==> src/hdl/assert_macros.svh <==
`ifndef ASSERT_MACROS_SVH
`define ASSERT_MACROS_SVH

// Check a condition at every clock edge outside reset.
`define ASSERT_ALWAYS(label, expr, msg) \
   label: assert property (@(posedge clock) disable iff (reset) (expr)) \
      else $error(msg);

// Check a condition in the cycle after a trigger.
`define ASSERT_NEXT(label, ante, cons, msg) \
   label: assert property (@(posedge clock) disable iff (reset) (ante) |=> (cons)) \
      else $error(msg);

`endif

==> src/hdl/i2ew_pkg.sv <==
package i2ew_pkg;

   localparam int VALUE_WIDTH         = 31;
   localparam int CODE_WIDTH          = 5;
   localparam int NUM_DIGITS          = 10;
   localparam int NUM_GROUPS          = 4;
   localparam int QUEUE_DEPTH_DEFAULT = 2;

   typedef logic [VALUE_WIDTH-1:0]      value_type;
   typedef logic [CODE_WIDTH-1:0]       code_type;
   typedef logic [3:0]                  digit_type;
   typedef logic [NUM_DIGITS-1:0][3:0]  digits_type;

   localparam code_type CODE_ZERO      = 5'd0;
   localparam code_type CODE_TEN       = 5'd10;
   localparam code_type CODE_TENS_BASE = 5'd18;
   localparam code_type CODE_HUNDRED   = 5'd28;
   localparam code_type CODE_THOUSAND  = 5'd29;
   localparam code_type CODE_MILLION   = 5'd30;
   localparam code_type CODE_BILLION   = 5'd31;

   localparam code_type SCALE_CODE [NUM_GROUPS] =
      '{CODE_BILLION, CODE_MILLION, CODE_THOUSAND, CODE_ZERO};

endpackage

==> src/hdl/i2ew_if.sv <==
interface i2ew_req_if;
   import i2ew_pkg::*;

   logic      valid;
   logic      ready;
   value_type value;

   modport source (output valid, output value, input ready);
   modport sink (input valid, input value, output ready);
endinterface

interface i2ew_rsp_if;
   import i2ew_pkg::*;

   logic     valid;
   logic     ready;
   code_type word_code;
   logic     last_word;

   modport source (output valid, output word_code, output last_word, input ready);
   modport sink (input valid, input word_code, input last_word, output ready);
endinterface

==> src/hdl/i2ew_front.sv <==
module i2ew_front (
   input  logic                  clock,
   input  logic                  reset,
   i2ew_req_if.sink              req,
   output logic                  push_valid,
   output i2ew_pkg::digits_type  push_data,
   input  logic                  push_ready
);
   import i2ew_pkg::*;

   localparam int CNT_W = $clog2(VALUE_WIDTH);

   typedef enum logic [1:0] {
      ST_IDLE,
      ST_CONV,
      ST_PUSH
   } state_type;

   state_type        state_ff;
   value_type        bin_ff;
   digits_type       bcd_ff;
   logic [CNT_W-1:0] cnt_ff;
   digits_type       bcd_in;

   function automatic digits_type adjust(digits_type d);
      digits_type r;
      for (int i = 0; i < NUM_DIGITS; i++) begin
         r[i] = (d[i] >= 4'd5) ? d[i] + 4'd3 : d[i];
      end
      return r;
   endfunction

   always_comb begin
      digits_type             a;
      logic [4*NUM_DIGITS:0]  shifted;
      a = adjust(bcd_ff);
      shifted = {a, bin_ff[VALUE_WIDTH-1]};
      bcd_in = shifted[4*NUM_DIGITS-1:0];
   end

   always_ff @(posedge clock) begin
      if (reset) begin
         state_ff <= ST_IDLE;
         cnt_ff   <= '0;
      end else begin
         unique case (state_ff)
            ST_IDLE: begin
               if (req.valid) begin
                  bin_ff   <= req.value;
                  bcd_ff   <= '0;
                  cnt_ff   <= '0;
                  state_ff <= ST_CONV;
               end
            end
            ST_CONV: begin
               bcd_ff <= bcd_in;
               bin_ff <= bin_ff << 1;
               cnt_ff <= cnt_ff + 1'b1;
               if (cnt_ff == CNT_W'(VALUE_WIDTH - 1)) begin
                  state_ff <= ST_PUSH;
               end
            end
            ST_PUSH: begin
               if (push_ready) begin
                  state_ff <= ST_IDLE;
               end
            end
            default: state_ff <= ST_IDLE;
         endcase
      end
   end

   assign req.ready  = (state_ff == ST_IDLE);
   assign push_valid = (state_ff == ST_PUSH);
   assign push_data  = bcd_ff;

endmodule

==> src/hdl/i2ew_queue.sv <==
module i2ew_queue #(
   parameter int DEPTH = i2ew_pkg::QUEUE_DEPTH_DEFAULT
) (
   input  logic                  clock,
   input  logic                  reset,
   input  logic                  push_valid,
   input  i2ew_pkg::digits_type  push_data,
   output logic                  push_ready,
   output logic                  pop_valid,
   output i2ew_pkg::digits_type  pop_data,
   input  logic                  pop_ready
);
   import i2ew_pkg::*;

   localparam int PTR_W = (DEPTH > 1) ? $clog2(DEPTH) : 1;
   localparam int CNT_W = $clog2(DEPTH + 1);

   digits_type       entry_ff [DEPTH];
   logic [PTR_W-1:0] wr_ptr_ff;
   logic [PTR_W-1:0] rd_ptr_ff;
   logic [CNT_W-1:0] count_ff;
   logic             push;
   logic             pop;

   assign push_ready = (count_ff != CNT_W'(DEPTH));
   assign pop_valid  = (count_ff != '0);
   assign push       = push_valid && push_ready;
   assign pop        = pop_valid && pop_ready;
   assign pop_data   = entry_ff[rd_ptr_ff];

   always_ff @(posedge clock) begin
      if (reset) begin
         wr_ptr_ff <= '0;
         rd_ptr_ff <= '0;
         count_ff  <= '0;
      end else begin
         if (push) begin
            wr_ptr_ff <= (wr_ptr_ff == PTR_W'(DEPTH - 1)) ? '0 : wr_ptr_ff + 1'b1;
         end
         if (pop) begin
            rd_ptr_ff <= (rd_ptr_ff == PTR_W'(DEPTH - 1)) ? '0 : rd_ptr_ff + 1'b1;
         end
         if (push && !pop) begin
            count_ff <= count_ff + 1'b1;
         end else if (pop && !push) begin
            count_ff <= count_ff - 1'b1;
         end
      end
   end

   always_ff @(posedge clock) begin
      if (push) begin
         entry_ff[wr_ptr_ff] <= push_data;
      end
   end

endmodule

==> src/hdl/i2ew_back.sv <==
`include "assert_macros.svh"

module i2ew_back (
   input  logic                  clock,
   input  logic                  reset,
   input  logic                  pop_valid,
   input  i2ew_pkg::digits_type  pop_data,
   output logic                  pop_ready,
   i2ew_rsp_if.source            rsp
);
   import i2ew_pkg::*;

   localparam int STEPS      = 5;
   localparam int PAD_DIGITS = NUM_GROUPS * 3;
   localparam int MASK_W     = NUM_GROUPS * STEPS + 1;
   localparam int ZERO_BIT   = MASK_W - 1;

   typedef logic [MASK_W-1:0]          mask_type;
   typedef logic [PAD_DIGITS-1:0][3:0] pad_type;

   logic       busy_ff;
   logic       busy_in;
   mask_type   mask_ff;
   mask_type   mask_in;
   digits_type digits_ff;
   mask_type   onehot;
   code_type   code_vec [MASK_W];
   code_type   word_sel;
   logic       rsp_fire;

   function automatic mask_type word_mask(digits_type d);
      pad_type   p;
      mask_type  m;
      digit_type h;
      digit_type t;
      digit_type u;
      p = pad_type'(d);
      m = '0;
      for (int g = 0; g < NUM_GROUPS; g++) begin
         h = p[PAD_DIGITS - 1 - 3*g];
         t = p[PAD_DIGITS - 2 - 3*g];
         u = p[PAD_DIGITS - 3 - 3*g];
         m[STEPS*g]     = (h != 4'd0);
         m[STEPS*g + 1] = (h != 4'd0);
         m[STEPS*g + 2] = (t != 4'd0);
         m[STEPS*g + 3] = (u != 4'd0) && (t != 4'd1);
         m[STEPS*g + 4] = ((h | t | u) != 4'd0) && (g < NUM_GROUPS - 1);
      end
      m[ZERO_BIT] = (d == '0);
      return m;
   endfunction

   always_comb begin
      pad_type   p;
      digit_type h;
      digit_type t;
      digit_type u;
      p = pad_type'(digits_ff);
      for (int g = 0; g < NUM_GROUPS; g++) begin
         h = p[PAD_DIGITS - 1 - 3*g];
         t = p[PAD_DIGITS - 2 - 3*g];
         u = p[PAD_DIGITS - 3 - 3*g];
         code_vec[STEPS*g]     = code_type'(h);
         code_vec[STEPS*g + 1] = CODE_HUNDRED;
         code_vec[STEPS*g + 2] = (t == 4'd1) ? CODE_TEN + code_type'(u)
                                             : CODE_TENS_BASE + code_type'(t);
         code_vec[STEPS*g + 3] = code_type'(u);
         code_vec[STEPS*g + 4] = SCALE_CODE[g];
      end
      code_vec[ZERO_BIT] = CODE_ZERO;
   end

   always_comb begin
      onehot   = mask_ff & (~mask_ff + 1'b1);
      word_sel = '0;
      for (int k = 0; k < MASK_W; k++) begin
         word_sel = word_sel | (onehot[k] ? code_vec[k] : '0);
      end
   end

   assign rsp.valid     = busy_ff;
   assign rsp.word_code = word_sel;
   assign rsp.last_word = ((mask_ff & ~onehot) == '0);
   assign rsp_fire      = rsp.valid && rsp.ready;
   assign pop_ready     = !busy_ff;

   always_comb begin
      busy_in = busy_ff;
      mask_in = mask_ff;
      if (!busy_ff) begin
         if (pop_valid) begin
            busy_in = 1'b1;
            mask_in = word_mask(pop_data);
         end
      end else if (rsp_fire) begin
         mask_in = mask_ff & ~onehot;
         busy_in = !rsp.last_word;
      end
   end

   always_ff @(posedge clock) begin
      if (reset) begin
         busy_ff <= 1'b0;
         mask_ff <= '0;
      end else begin
         busy_ff <= busy_in;
         mask_ff <= mask_in;
      end
   end

   always_ff @(posedge clock) begin
      if (!busy_ff && pop_valid) begin
         digits_ff <= pop_data;
      end
   end

   `ASSERT_ALWAYS(a_busy_has_word, !busy_ff || (mask_ff != '0), "busy with no word left")
   `ASSERT_NEXT(a_last_ends_item, rsp_fire && rsp.last_word, !busy_ff, "busy after last word")
   `ASSERT_ALWAYS(a_zero_alone, !(busy_ff && mask_ff[ZERO_BIT]) || (mask_ff[ZERO_BIT-1:0] == '0), "zero word mixed with others")
   `ASSERT_NEXT(a_word_retires, rsp_fire && !rsp.last_word, busy_ff && ($countones(mask_ff) == $countones($past(mask_ff)) - 1), "word not retired")

endmodule

==> src/hdl/integer_to_english_word_tokens.sv <==
// Channel   Dir  Payload                         Accepted when
// req_chan  in   value[30:0]                     valid && ready
// rsp_chan  out  word_code[4:0], last_word       valid && ready
//
// A request passes through the front states in order: ST_IDLE accepts it, ST_CONV
// runs the bit-serial binary to decimal loop and ST_PUSH hands the digits to the queue.
// After loading, the back emits 1 to 16 words, one per cycle unless rsp_chan stalls.
// The front takes no new request until the last one's digits are in the queue.
// Reset is synchronous and clears the front state, queue pointers and back state.
// A stalled rsp_chan fills the queue before req_chan stops accepting.
module integer_to_english_word_tokens #(
   parameter int QUEUE_DEPTH = i2ew_pkg::QUEUE_DEPTH_DEFAULT
) (
   input  logic         clock,
   input  logic         reset,
   i2ew_req_if.sink     req_chan,
   i2ew_rsp_if.source   rsp_chan
);
   import i2ew_pkg::*;

   logic       push_valid;
   logic       push_ready;
   digits_type push_data;
   logic       pop_valid;
   logic       pop_ready;
   digits_type pop_data;

   i2ew_front u_front (
      .clock      (clock),
      .reset      (reset),
      .req        (req_chan),
      .push_valid (push_valid),
      .push_data  (push_data),
      .push_ready (push_ready)
   );

   i2ew_queue #(
      .DEPTH (QUEUE_DEPTH)
   ) u_queue (
      .clock      (clock),
      .reset      (reset),
      .push_valid (push_valid),
      .push_data  (push_data),
      .push_ready (push_ready),
      .pop_valid  (pop_valid),
      .pop_data   (pop_data),
      .pop_ready  (pop_ready)
   );

   i2ew_back u_back (
      .clock     (clock),
      .reset     (reset),
      .pop_valid (pop_valid),
      .pop_data  (pop_data),
      .pop_ready (pop_ready),
      .rsp       (rsp_chan)
   );

endmodule
==> src/flat_wrapper.sv <==
// flat-port wrapper written by rule: the top's interface ports become plain ports
module integer_to_english_word_tokens_flat import i2ew_pkg::*;
#(
   parameter int QUEUE_DEPTH = i2ew_pkg::QUEUE_DEPTH_DEFAULT
)
  (clock, reset, req_chan_valid, req_chan_value, req_chan_ready, rsp_chan_valid, rsp_chan_word_code, rsp_chan_last_word, rsp_chan_ready);
  i2ew_req_if req_chan_i ();
  i2ew_rsp_if rsp_chan_i ();
  input  logic clock;
  input  logic reset;
  input wire logic [$bits(req_chan_i.valid)-1:0] req_chan_valid;
  input wire logic [$bits(req_chan_i.value)-1:0] req_chan_value;
  output wire logic [$bits(req_chan_i.ready)-1:0] req_chan_ready;
  output wire logic [$bits(rsp_chan_i.valid)-1:0] rsp_chan_valid;
  output wire logic [$bits(rsp_chan_i.word_code)-1:0] rsp_chan_word_code;
  output wire logic [$bits(rsp_chan_i.last_word)-1:0] rsp_chan_last_word;
  input wire logic [$bits(rsp_chan_i.ready)-1:0] rsp_chan_ready;
  assign req_chan_i.valid = req_chan_valid;
  assign req_chan_i.value = req_chan_value;
  assign req_chan_ready = req_chan_i.ready;
  assign rsp_chan_valid = rsp_chan_i.valid;
  assign rsp_chan_word_code = rsp_chan_i.word_code;
  assign rsp_chan_last_word = rsp_chan_i.last_word;
  assign rsp_chan_i.ready = rsp_chan_ready;
  integer_to_english_word_tokens #(.QUEUE_DEPTH(QUEUE_DEPTH)) u_core (.clock(clock), .reset(reset), .req_chan(req_chan_i), .rsp_chan(rsp_chan_i));
endmodule
==> config.mk <==
export PLATFORM = sky130hd
export DESIGN_NAME = integer_to_english_word_tokens_flat
export DESIGN_NICKNAME = d
export VERILOG_FILES = /design/src/hdl/i2ew_pkg.sv /design/src/hdl/i2ew_if.sv /design/src/hdl/i2ew_front.sv /design/src/hdl/i2ew_queue.sv /design/src/hdl/i2ew_back.sv /design/src/hdl/integer_to_english_word_tokens.sv /design/src/flat_wrapper.sv
export VERILOG_INCLUDE_DIRS = /design/src /design/src/hdl
export SDC_FILE = /design/constraint.sdc
export NUM_CORES = 1
export LEC_CHECK = 0
export BUFFER_PORTS_ARGS = -buffer_cell sky130_fd_sc_hd__buf_2
export CAP_MARGIN = 20
export CORE_MARGIN = 3
export CORE_UTILIZATION = 45
export DETAILED_ROUTE_END_ITERATION = 8
export GPL_ROUTABILITY_DRIVEN = 0
export MAX_ROUTING_LAYER = met4
export SYNTH_ARGS = -nofsm -noshare
export SYNTH_HDL_FRONTEND = slang
export SYNTH_HIERARCHICAL = 1
export SYNTH_SLANG_ARGS = --single-unit
==> constraint.sdc <==
create_clock -name clock -period 12.2 [get_ports clock]
set_clock_uncertainty 0.05 [all_clocks]
set_input_delay 3.05 -clock clock [delete_from_list [all_inputs] [get_ports clock]]
set_output_delay 3.05 -clock clock [all_outputs]
set_load 0.05 [all_outputs]
# Word-level counts from Yosys, hierarchy flattened
# Memory sizes are Yosys's and may differ from the RTL's. A register that Yosys moved wholly into a read port is not among the register bits.
# Cells that the tools add are included.
# word_totals
memories,1
output_inout_bits,8
word_cells,191
ff_bits,144
ramBits,80
# op_classes
n_bitwise,26
muxes,55
n_addsub,22
n_reduce_logical,35
magnitude_cmp,10
eq_ne,14
# memory_table
memory,words,word_bits,rd,rd_clocked_by_memory_dff,write_ports,line,source
u_core.u_queue.entry_ff,2,40,1,1,1,i2ew_queue.sv:18,digits_type entry_ff [DEPTH];
# op_table
operator,count
$pmux W40 S2,1
$mux W5,15
$mux W4,16
$mux W21,3
$pmux W31 S2,1
$or A5 B5 Y5,10
$reduce_bool A4 Y1,12
$and A21 B21 Y21,2
$not A21 Y21,2
$ge A4 B3 Y1 const B,10
$logic_not A40 Y1,1
$mux W40,1
$add A4 B2 Y4 const B,9
$or A5 B4 Y5,7
$mux W31,1
$add A21 B1 Y21 const B,1
$logic_not A21 Y1,1
$or A4 B4 Y4,4
$add A4 B4 Y5 const A,3
$add A5 B4 Y5 const A,3
$eq A4 B1 Y1 const B,3
$ne A4 B1 Y1 const B,3
$mux W2,5
$pmux W5 S2,1
20 further kinds,47

# Logic depth before layout (Yosys ltp)
# Gate-level depths: netlist (run 1).
# depth
word_depth,21
depth_mapped,9

# By module
# The synthesis (run 1) kept the hierarchy.
# by_module_without_submodules
mod,n_inst,cells_per_inst,area_per_inst_um2
i2ew_front,1,406,4038.9
i2ew_back,1,316,3158.0
i2ew_queue,1,148,3095.5

# Worst setup path after synthesis (run 1)
# Ideal clock, no wire load.
# synth_path
path_type,in2reg
start,in reset
end,"reg u_core.u_front.bin_ff[0], enable pin"
cell_stages,2
setup_slack_ns,5.429
n_path_buf,1
setup_ns,0.501
arrival_ns,6.220
cell_sequence,clkbuf_1 nor2_1
# synth_via
elab_chain_cells,2
# synth_lines
item,line,source
from (decl),flat_wrapper.sv:10,input logic reset;
$not A1 Y1 (no source line),n/a,
$reduce_and A3 Y1 (no source line),n/a,
to (signal assigned),i2ew_front.sv:49,bin_ff <= req.value;
to (signal assigned),i2ew_front.sv:57,bin_ff <= bin_ff << 1;
to (decl),i2ew_front.sv:20,value_type bin_ff;
# No other way between the ends.
# A chain may end at the register's enable or synchronous reset.

# Worst setup path after layout (run 1)
# layout_path
start,reg u_core/u_back/digits_ff[29] in the netlist's numbering
end,out rsp_chan_word_code[1]
# layout_via
elab_chain_cells,15
elab_cells_between_ends,16
classes_between,add/sub: 1; eq/ne: 1; mux: 2; bitwise: 12
# layout_lines
item,line,source
from (decl),i2ew_back.sv:25,digits_type digits_ff;
from (signal assigned),i2ew_back.sv:113,digits_ff <= pop_data;
$add A5 B4 Y5 or $eq A4 B1 Y1 (tied branches),"i2ew_back.sv:66, i2ew_back.sv:65",
$mux W5 (*),i2ew_back.sv:65,code_vec[STEPS*g + 2] = (t == 4'd1) ? CODE_TEN + code_type'(u)
$mux W5 (*),i2ew_back.sv:77,word_sel = word_sel | (onehot[k] ? code_vec[k] : '0);
$or A5 B5 Y5 (*),i2ew_back.sv:77,
$or A5 B4 Y5 (*),i2ew_back.sv:77,
$or A5 B5 Y5 (*),i2ew_back.sv:77,
$or A5 B4 Y5 (*),i2ew_back.sv:77,
$or A5 B5 Y5 (*) (2 in series),i2ew_back.sv:77,
$or A5 B4 Y5 (*),i2ew_back.sv:77,
$or A5 B5 Y5 (*),i2ew_back.sv:77,
$or A5 B4 Y5 (*),i2ew_back.sv:77,
$or A5 B5 Y5 (*) (2 in series),i2ew_back.sv:77,
$or A5 B4 Y5 (*),i2ew_back.sv:77,
to (decl),flat_wrapper.sv:15,output wire logic [$bits(rsp_chan_i.word_code)-1:0] rsp_chan_word_code;
# Mark *: on every way between the ends. The rest lies on a longest branch, timed or not.

==> metrics.md, run 1 <==
| Metric | Value |
|---|---|
| Worst Path Required | `around 9100 ps` |
| Critical Path End Type | `output port` |
| Synth area leaders | `edfxtp_1, dfxtp_1, nand2_1, mux2_2, ha_1` |
| Int Power | `roughly 1.6 mW` |
| Layout Nets | `972` |
| Slew HR | `around a third` |
| Die Y | `about 160 um` |
| HP Class | `reg -> reg` |
| PwrDens | `227 nW/um^2` |
| RSZ-0062 raised after global routing | `false` |
| Top FF cell, synth | `edfxtp_1` |
| Final std cells w/o fill | `approximately 1,200` |
| Static leakage | `between 4 and 5 nW` |
| Std-Cell Rows | `54` |
| Part of the power in combinational logic | `about a third` |
| Core Area | `22,200 sq um` |
| Antenna Nets Post-Route | `0` |
| R2r endpoint | `u_core/u_back/mask_ff[20]` |
| Psw | `roughly 960 uW` |
| Status | `finished, final reports clean` |
| Max Cap Viol | `0` |
| Worst reg-to-reg setup slack | `between 9000 and 10,000 ps` |
| Tcrit/Tclk final | `approximately 52%` |
| Clock power share | `approximately a quarter` |
| Clock Sinks | `around 220` |
| Vias in the first global route | `roughly 6,300` |
| Area growth, synth to finish | `11.3%` |
| Initial core utilization | `between 40% and 50%` |
| R2R Path Start | `u_core/u_back/rsp.valid` |
| Seq pwr share | `a little over two fifths` |
| Die width | `between 150 and 200 um` |
| Via count | `around 6,500` |
| Post-synthesis mux area share | `6.86%` |
| Ant. Diodes | `0` |
| Largest family of logic cells by synthesized area | `simple AND/OR/NAND/NOR gates` |
| Filler cells | `slightly below 2,000` |
| CTS Buf Count | `23` |
| Worst Hold Path EP | `u_core/u_queue/entry_ff[0][37]` |
| Root Buffer | `clkbuf_16` |
| Reg clk slew, reported paths | `approximately 60 ps` |
| Insertion delay to the later sink of the worst-skew pair | `approximately 500 ps` |
| Max clock buf depth | `3` |
| Register area share after synthesis | `61.8%` |
| Ys Warns | `6` |
| Startpoint Class | `flop` |
| Switching share of power | `between 30% and 40%` |
| Worst-margin pin slew | `roughly 990 ps` |
| DR iter-0 viols | `361` |
| # DRC | `0` |
| First drt pass iteration count | `5` |
| Slew Limit Fails | `0` |
| Postcts setup bufs | `0` |
| Fraction of registers with async set or reset after synthesis | `0%` |
| Via density | `around 5.4` |
| Register bit total from synthesis | `around 220` |
| Placed cell count | `roughly 1,200` |
| Hold Path Origin | `u_core/u_front/push_data[37]` |
| Resized cells post-CTS | `0` |
| IO buf count | `42` |
| Initial antenna violation count | `0` |
| Fmax | `about 160 MHz` |
| Compound-Gate Fraction of Synth Area | `8.35%` |
| Final WL | `roughly 20,000 um` |
| Post-Syn Nets | `a little over 900` |
| EDFF count, synth | `about 190` |
| Adder-cell area share of the yosys netlist | `3.63%` |
| Setup_tns | `0 ps` |
| Share of layout cells above drive strength 1 | `17.2%` |
| Arr. time, crit path | `3220 ps` |
| Largest net degree at the start of global routing | `72` |
| Area fraction of the dominant cell type after synthesis | `between 50% and 60%` |
| Cell taking the most area after synthesis | `edfxtp_1` |
| Post-Synth XOR/XNOR Area | `about 1.4%` |
| First-pass GRT wire length | `32,800 um` |
| Yosys cell types | `67` |
| DP HPWL | `13,100 um` |
| Simple-Gate Fraction of Synth Area | `between 10% and 20%` |
| CP Max Fanout | `5` |
| Synthesized instance count | `870` |
| Worst reg-to-reg path cell count | `8` |
| Cts hold-fix bufs | `0` |
| Minimum clock period | `6320 ps` |
| Die area | `roughly 25,000 sq um` |
| Syn_area_per_cell | `~12 sq um` |
| WL/cell | `roughly 17 um` |
| Top Ports | `43` |
| GRT Overall Usage | `16.9%` |
| CP Class | `reg -> out` |
| Synthesized cell area | `between 10,000 and 15,000 sq um` |
| CTS tree | `built` |
| Peak supply drop | `between 200 and 250 uV` |
| H-tree depth | `1` |
| Final Hold Vio Count | `0` |
| Final setup fails | `0` |
| Total congestion overflow | `0` |
| Core Util, Final | `between 50% and 60%` |
| Min-Delay Path Depth | `0` |
==> layout make-up <==
cell class | instances | area, sq um | area share, %
clock buffers | 32 | 649 | 5.67
flip-flops and latches | 222 | 6360 | 55.5
repair buffers | 47 | 248 | 2.16
well taps | 280 | 350 | 3.06
clock inverters | 10 | 77.6 | 0.677
inverters | 27 | 101 | 0.885
multi-input cells | 587 | 3670 | 32.0
==> per-stage QoR <==
step / hold slack [ps] / power [mW] / cell area, sq um / setup WS (ps)
after global routing: 458 / 2.75 / 11500 / 5720
after floorplan: 395 / 1.75 / 10300 / 5430
after CTS: 440 / 2.62 / 11500 / 5920
after global placement: 406 / 1.94 / 10700 / 6620
after detailed placement: 426 / 1.95 / 10700 / 6510
final: 437 / 2.60 / 11500 / 5880
==> per-layer routing <==
metal | GRT usage, % | vias up | routed length [um]
li1 | - | 3245 | -
met1 | 23.7 | 3090 | 9530
met2 | 25.9 | 130 | 9080
met3 | 2.42 | 38 | 818
met4 | 4.67 | 0 | 498
met5 | - | - | 0
==> cells in the final DEF, fill, tap and decap left out, types with 3 or more instances in the layout <==
| master | synthesis | final |
|---|---|---|
| a211oi_1 | 7 | 7 |
| a21oi_1 | 67 | 67 |
| a22oi_1 | 4 | 4 |
| a31oi_1 | 4 | 4 |
| and2_1 | 3 | 3 |
| buf_2 | 16 | 42 |
| buf_4 | 1 | 5 |
| clkbuf_1 | 12 | 5 |
| clkbuf_16 | 0 | 23 |
| clkbuf_8 | 0 | 4 |
| clkinv_2 | 0 | 7 |
| dfxtp_1 | 31 | 31 |
| edfxtp_1 | 191 | 191 |
| ha_1 | 29 | 29 |
| inv_1 | 25 | 25 |
| mux2_2 | 52 | 52 |
| mux2i_1 | 12 | 12 |
| nand2_1 | 158 | 158 |
| nand2b_1 | 14 | 14 |
| nand3_1 | 9 | 9 |
| nand3b_1 | 4 | 4 |
| nand4_1 | 7 | 7 |
| nor2_1 | 71 | 70 |
| nor3_1 | 16 | 16 |
| nor4_1 | 13 | 13 |
| nor4b_1 | 4 | 4 |
| o21a_1 | 3 | 3 |
| o21ai_0 | 30 | 30 |
| o21ai_1 | 4 | 4 |
| or3_1 | 8 | 8 |
| or4_1 | 6 | 6 |
| xnor2_1 | 4 | 4 |
| xor2_1 | 13 | 13 |
==> logic make-up after synthesis <==
| family | after synthesis |
|---|---|
| AOI/OAI and AO/OA | 142 |
| xor gates and xnor gates | 17 |
| adders and majority gates | 30 |
| buffers and inverters | 61 |
| DFF | 222 |
| muxes | 64 |
| and+or+nand+nor | 334 |
==> worst max-delay path by stage <==
stage / from / to / slack, ps / depth (start not counted)
after global placement: u_core/u_back/mask_ff[12] / rsp_chan_last_word / 6620 / 7
after detailed placement: u_core/u_back/digits_ff[29] / rsp_chan_word_code[1] / 6510 / 7
after global routing: u_core/u_back/digits_ff[29] / rsp_chan_word_code[1] / 5720 / 7
after floorplan: reset / u_core/u_front/bin_ff[0] / 5430 / 2
final: u_core/u_back/digits_ff[29] / rsp_chan_word_code[1] / 5880 / 7
after CTS: u_core/u_back/digits_ff[29] / rsp_chan_word_code[1] / 5920 / 7
==> flip-flops by register name (all words and copies together) (netlist names), named ones only <==
name	cells
u_core/u_queue/count_ff	2
u_core/u_front/bin_ff	31
u_core/u_queue/rd_ptr_ff	1
u_core/u_back/mask_ff	18
u_core/u_front/push_data	40
u_core/u_front/state_ff	2
u_core/u_back/rsp.valid	1
u_core/u_back/code_vec	28
u_core/u_front/cnt_ff	5
u_core/u_queue/entry_ff	80
u_core/u_back/digits_ff	12
u_core/u_queue/wr_ptr_ff	1
==> worst max-delay path, stage by stage (launching register included) <==
cell       delay [ps]
edfxtp_1          450
nor4b_1           780
a21oi_1           200
a21oi_1           180
nor2_1             50
a2111oi_0         680
nand3_1           140
buf_2             240
==> power groups by stage <==
stage / Clock, mW / Sequential, mW / Combinational [mW]
3_3_place_gp: 0 / 1.11 / 0.832
4_1_cts: 0.685 / 1.10 / 0.839
2_1_floorplan: 0 / 1.04 / 0.703
5_1_grt: 0.714 / 1.11 / 0.923
3_5_place_dp: 0 / 1.11 / 0.835
6_report: 0.666 / 1.10 / 0.839
==> cells in the mapped netlist, types with 3 or more instances <==
library cell  number
clkbuf_1          12
buf_2             16
mux2i_1           12
a22oi_1            4
nand3_1            9
mux2_2            52
nand2_1          158
a31oi_1            4
o21ai_1            4
nor3_1            16
and3_1             3
o21a_1             3
ha_1              29
a211oi_1           7
or4_1              6
a21oi_1           67
nand4_1            7
buf_6              4
inv_1             25
xor2_1            13
or3_1              8
dfxtp_1           31
nor4_1            13
nand3b_1           4
nor4b_1            4
xnor2_1            4
nand2b_1          14
edfxtp_1         191
and2_1             3
o21ai_0           30
nor2_1            71
No activity file was read; power rests on OpenSTA's default activity.
==> run 2: changes to the inputs <==
==> constraint.sdc (replaced) <==
create_clock -name clock -period 6.3 [get_ports clock]
set_clock_uncertainty 0.05 [all_clocks]
set_input_delay 1.575 -clock clock [delete_from_list [all_inputs] [get_ports clock]]
set_output_delay 1.575 -clock clock [all_outputs]
set_load 0.05 [all_outputs]
==> run 2 against run 1 <==
- critical path depth is the same
- clock power increased by 95%
- first-iteration DRC count grew 11%
- core utilization about the same
- sequential share of layout area about the same
- register-to-register slack lost 6000 ps
- non-clock buffer count is the same
- combinational power rose by 93%
- final cell count barely moved
- largest power group unchanged
==> metrics.md, run 2 (synthesis results as in run 1) <==
| Metric | Value |
|---|---|
| PwrDens | `440 nW/um^2` |
| Top Ports | `between 40 and 50` |
| Fmax | `about 210 MHz` |
| Stages on worst setup path | `7` |
| Worst-path cell chain | `nor4b_1 > a21oi_1 > a21oi_1 > nor2_1 > a2111oi_0 > nand3_1 > buf_2` |
| Worst reg-to-reg setup slack | `approximately 3200 ps` |
| H-tree depth | `1` |
| R2r endpoint | `u_core/u_back/mask_ff[20]` |
| Die area | `approximately 25,000 sq um` |
| First drt pass iteration count | `4` |
| Final WL | `between 15,000 and 20,000 um` |
| Worst Path Required | `between 4000 and 5000 ps` |
| Antenna Nets Post-Route | `0` |
| # DRC | `0` |
| Via density | `around 5.4` |
| CP peak stage delay | `roughly 800 ps` |
| Postcts setup bufs | `0` |
| Most common cell after layout, fill and taps aside | `edfxtp_1` |
| GR met1 Demand/Resource | `24.0%` |
| Largest net degree at the start of global routing | `76` |
| Setup_tns | `0 ps` |
| Resized cells post-CTS | `0` |
| CP Class | `reg -> out` |
| Slowest cell on the critical path | `nor4b_1` |
| Most used cell, CP | `a21oi_1` |
| Ant. Diodes | `0` |
| Cts hold-fix bufs | `0` |
| Root Buffer | `clkbuf_16` |
| CP Max Fanout | `5` |
| Initial core utilization | `46.4%` |
| Arr. time, crit path | `around 3200 ps` |
| Slew HR | `~32%` |
| Max clock buf depth | `3` |
| Insertion delay to the later sink of the worst-skew pair | `~500 ps` |
| Initial antenna violation count | `0` |
| DR iter-0 viols | `400` |
| Startpoint Class | `flop` |
| CTS tree | `built` |
| IO buf count | `42` |
| CP Buf/Inv Count | `1` |
| Hold Path Origin | `u_core/u_front/push_data[37]` |
| R2R Path Start | `u_core/u_back/rsp.valid` |
| First-pass GRT wire length | `roughly 33,000 um` |
| Critical Path Sink | `rsp_chan_word_code[1]` |
| GR Util met2 | `between 20% and 30%` |
| HP Class | `reg -> reg` |
| Core Area | `22,200 sq um` |
| Tcrit/Tclk final | `between 70% and 80%` |
| Std-Cell Rows | `54` |
| Die width | `between 150 and 200 um` |
| Clock Sinks | `about 220` |
| Max Cap Viol | `0` |
| Max reg flops | `80` |
| Crit. Startpoint | `u_core/u_back/digits_ff[29]` |
| Met3 Use GR | `2.47%` |
| Via count | `roughly 6,500` |
| Die Y | `around 160 um` |
| Most frequent cells in the layout | `edfxtp_1, nand2_1, nor2_1` |
| WL/cell | `16.5 um` |
| Placed cell count | `~1,200` |
| Total congestion overflow | `0` |
| Final setup fails | `0` |
| Hold Slack | `438 ps` |
| Area growth, synth to finish | `11.3%` |
| Minimum clock period | `4810 ps` |
| Static leakage | `~4.2 nW` |
| Core Util, Final | `between 50% and 60%` |
| RSZ-0062 raised after global routing | `false` |
| CP delay by family, top | `simple AND/OR/NAND/NOR gates` |
| Placed Area | `roughly 11,000 sq um` |
| GRT Overall Usage | `roughly 17%` |
| Peak supply drop | `between 600 and 700 uV` |
| Layout Nets | `972` |
| Final Hold Vio Count | `0` |
| Total chip power | `approximately 5.0 mW` |
| Worst reg-to-reg path cell count | `8` |
| Worst-margin pin slew | `1010 ps` |
| Status | `finished, final reports clean` |
| Final std cells w/o fill | `1,204` |
| GR peak layer | `met2` |
| Final setup margin | `between 1000 and 1500 ps` |
| Cell area after layout | `around 11,000 sq um` |
| Top reg by flops | `u_core/u_queue/entry_ff` |
| Reg clk slew, reported paths | `60 ps` |
| Vias in the first global route | `6,341` |
| Critical Path End Type | `output port` |
| DP HPWL | `between 10,000 and 15,000 um` |
| CTS Buf Count | `23` |
| Slew Limit Fails | `0` |
| Post-Place Worst Slack | `about 2100 ps` |
| Share of layout cells above drive strength 1 | `between 10% and 20%` |
==> run 2: changes by cell type in the layout (fill, tap and decap cells not counted), sizes merged <==
cell      before  now
inv           28   27
clkinvlp       0    1
clkinv         8    7
==> run 2: routing by layer <==
layer	wire length [um]	vias up
met4	409	0
met3	830	34
met5	0	-
met1	9610	3049
met2	9020	138
li1	-	3242
==> run 2: how the worst min path moves through the flow <==
stage / end / slack [ps] / cells after the start
detailed placement: u_core/u_queue/entry_ff[0][33] / 430 / 0
global route: u_core/u_front/cnt_ff[0] / 460 / 2
finish: u_core/u_queue/entry_ff[0][37] / 440 / 0
global placement: u_core/u_queue/entry_ff[0][37] / 410 / 0
CTS: u_core/u_front/cnt_ff[0] / 440 / 2
floorplan: u_core/u_queue/entry_ff[0][37] / 400 / 0
==> run 2: where the power goes <==
group	switching (mW)	total, mW	internal [mW]	leakage (nW)
sequential	0.258	2.13	1.87	2.04
clock	0.529	1.30	0.767	0.354
combinational	1.07	1.62	0.548	1.76
==> run 2: area by class of cell <==
cell class / count / area, sq um
multi-input combinational: 587 / 3670
clock inverter: 9 / 66.3
clock buffer: 32 / 659
sequential: 222 / 6360
timing repair buffer: 47 / 248
tap: 280 / 350
fill: 1958 / 10700
inverter: 27 / 101
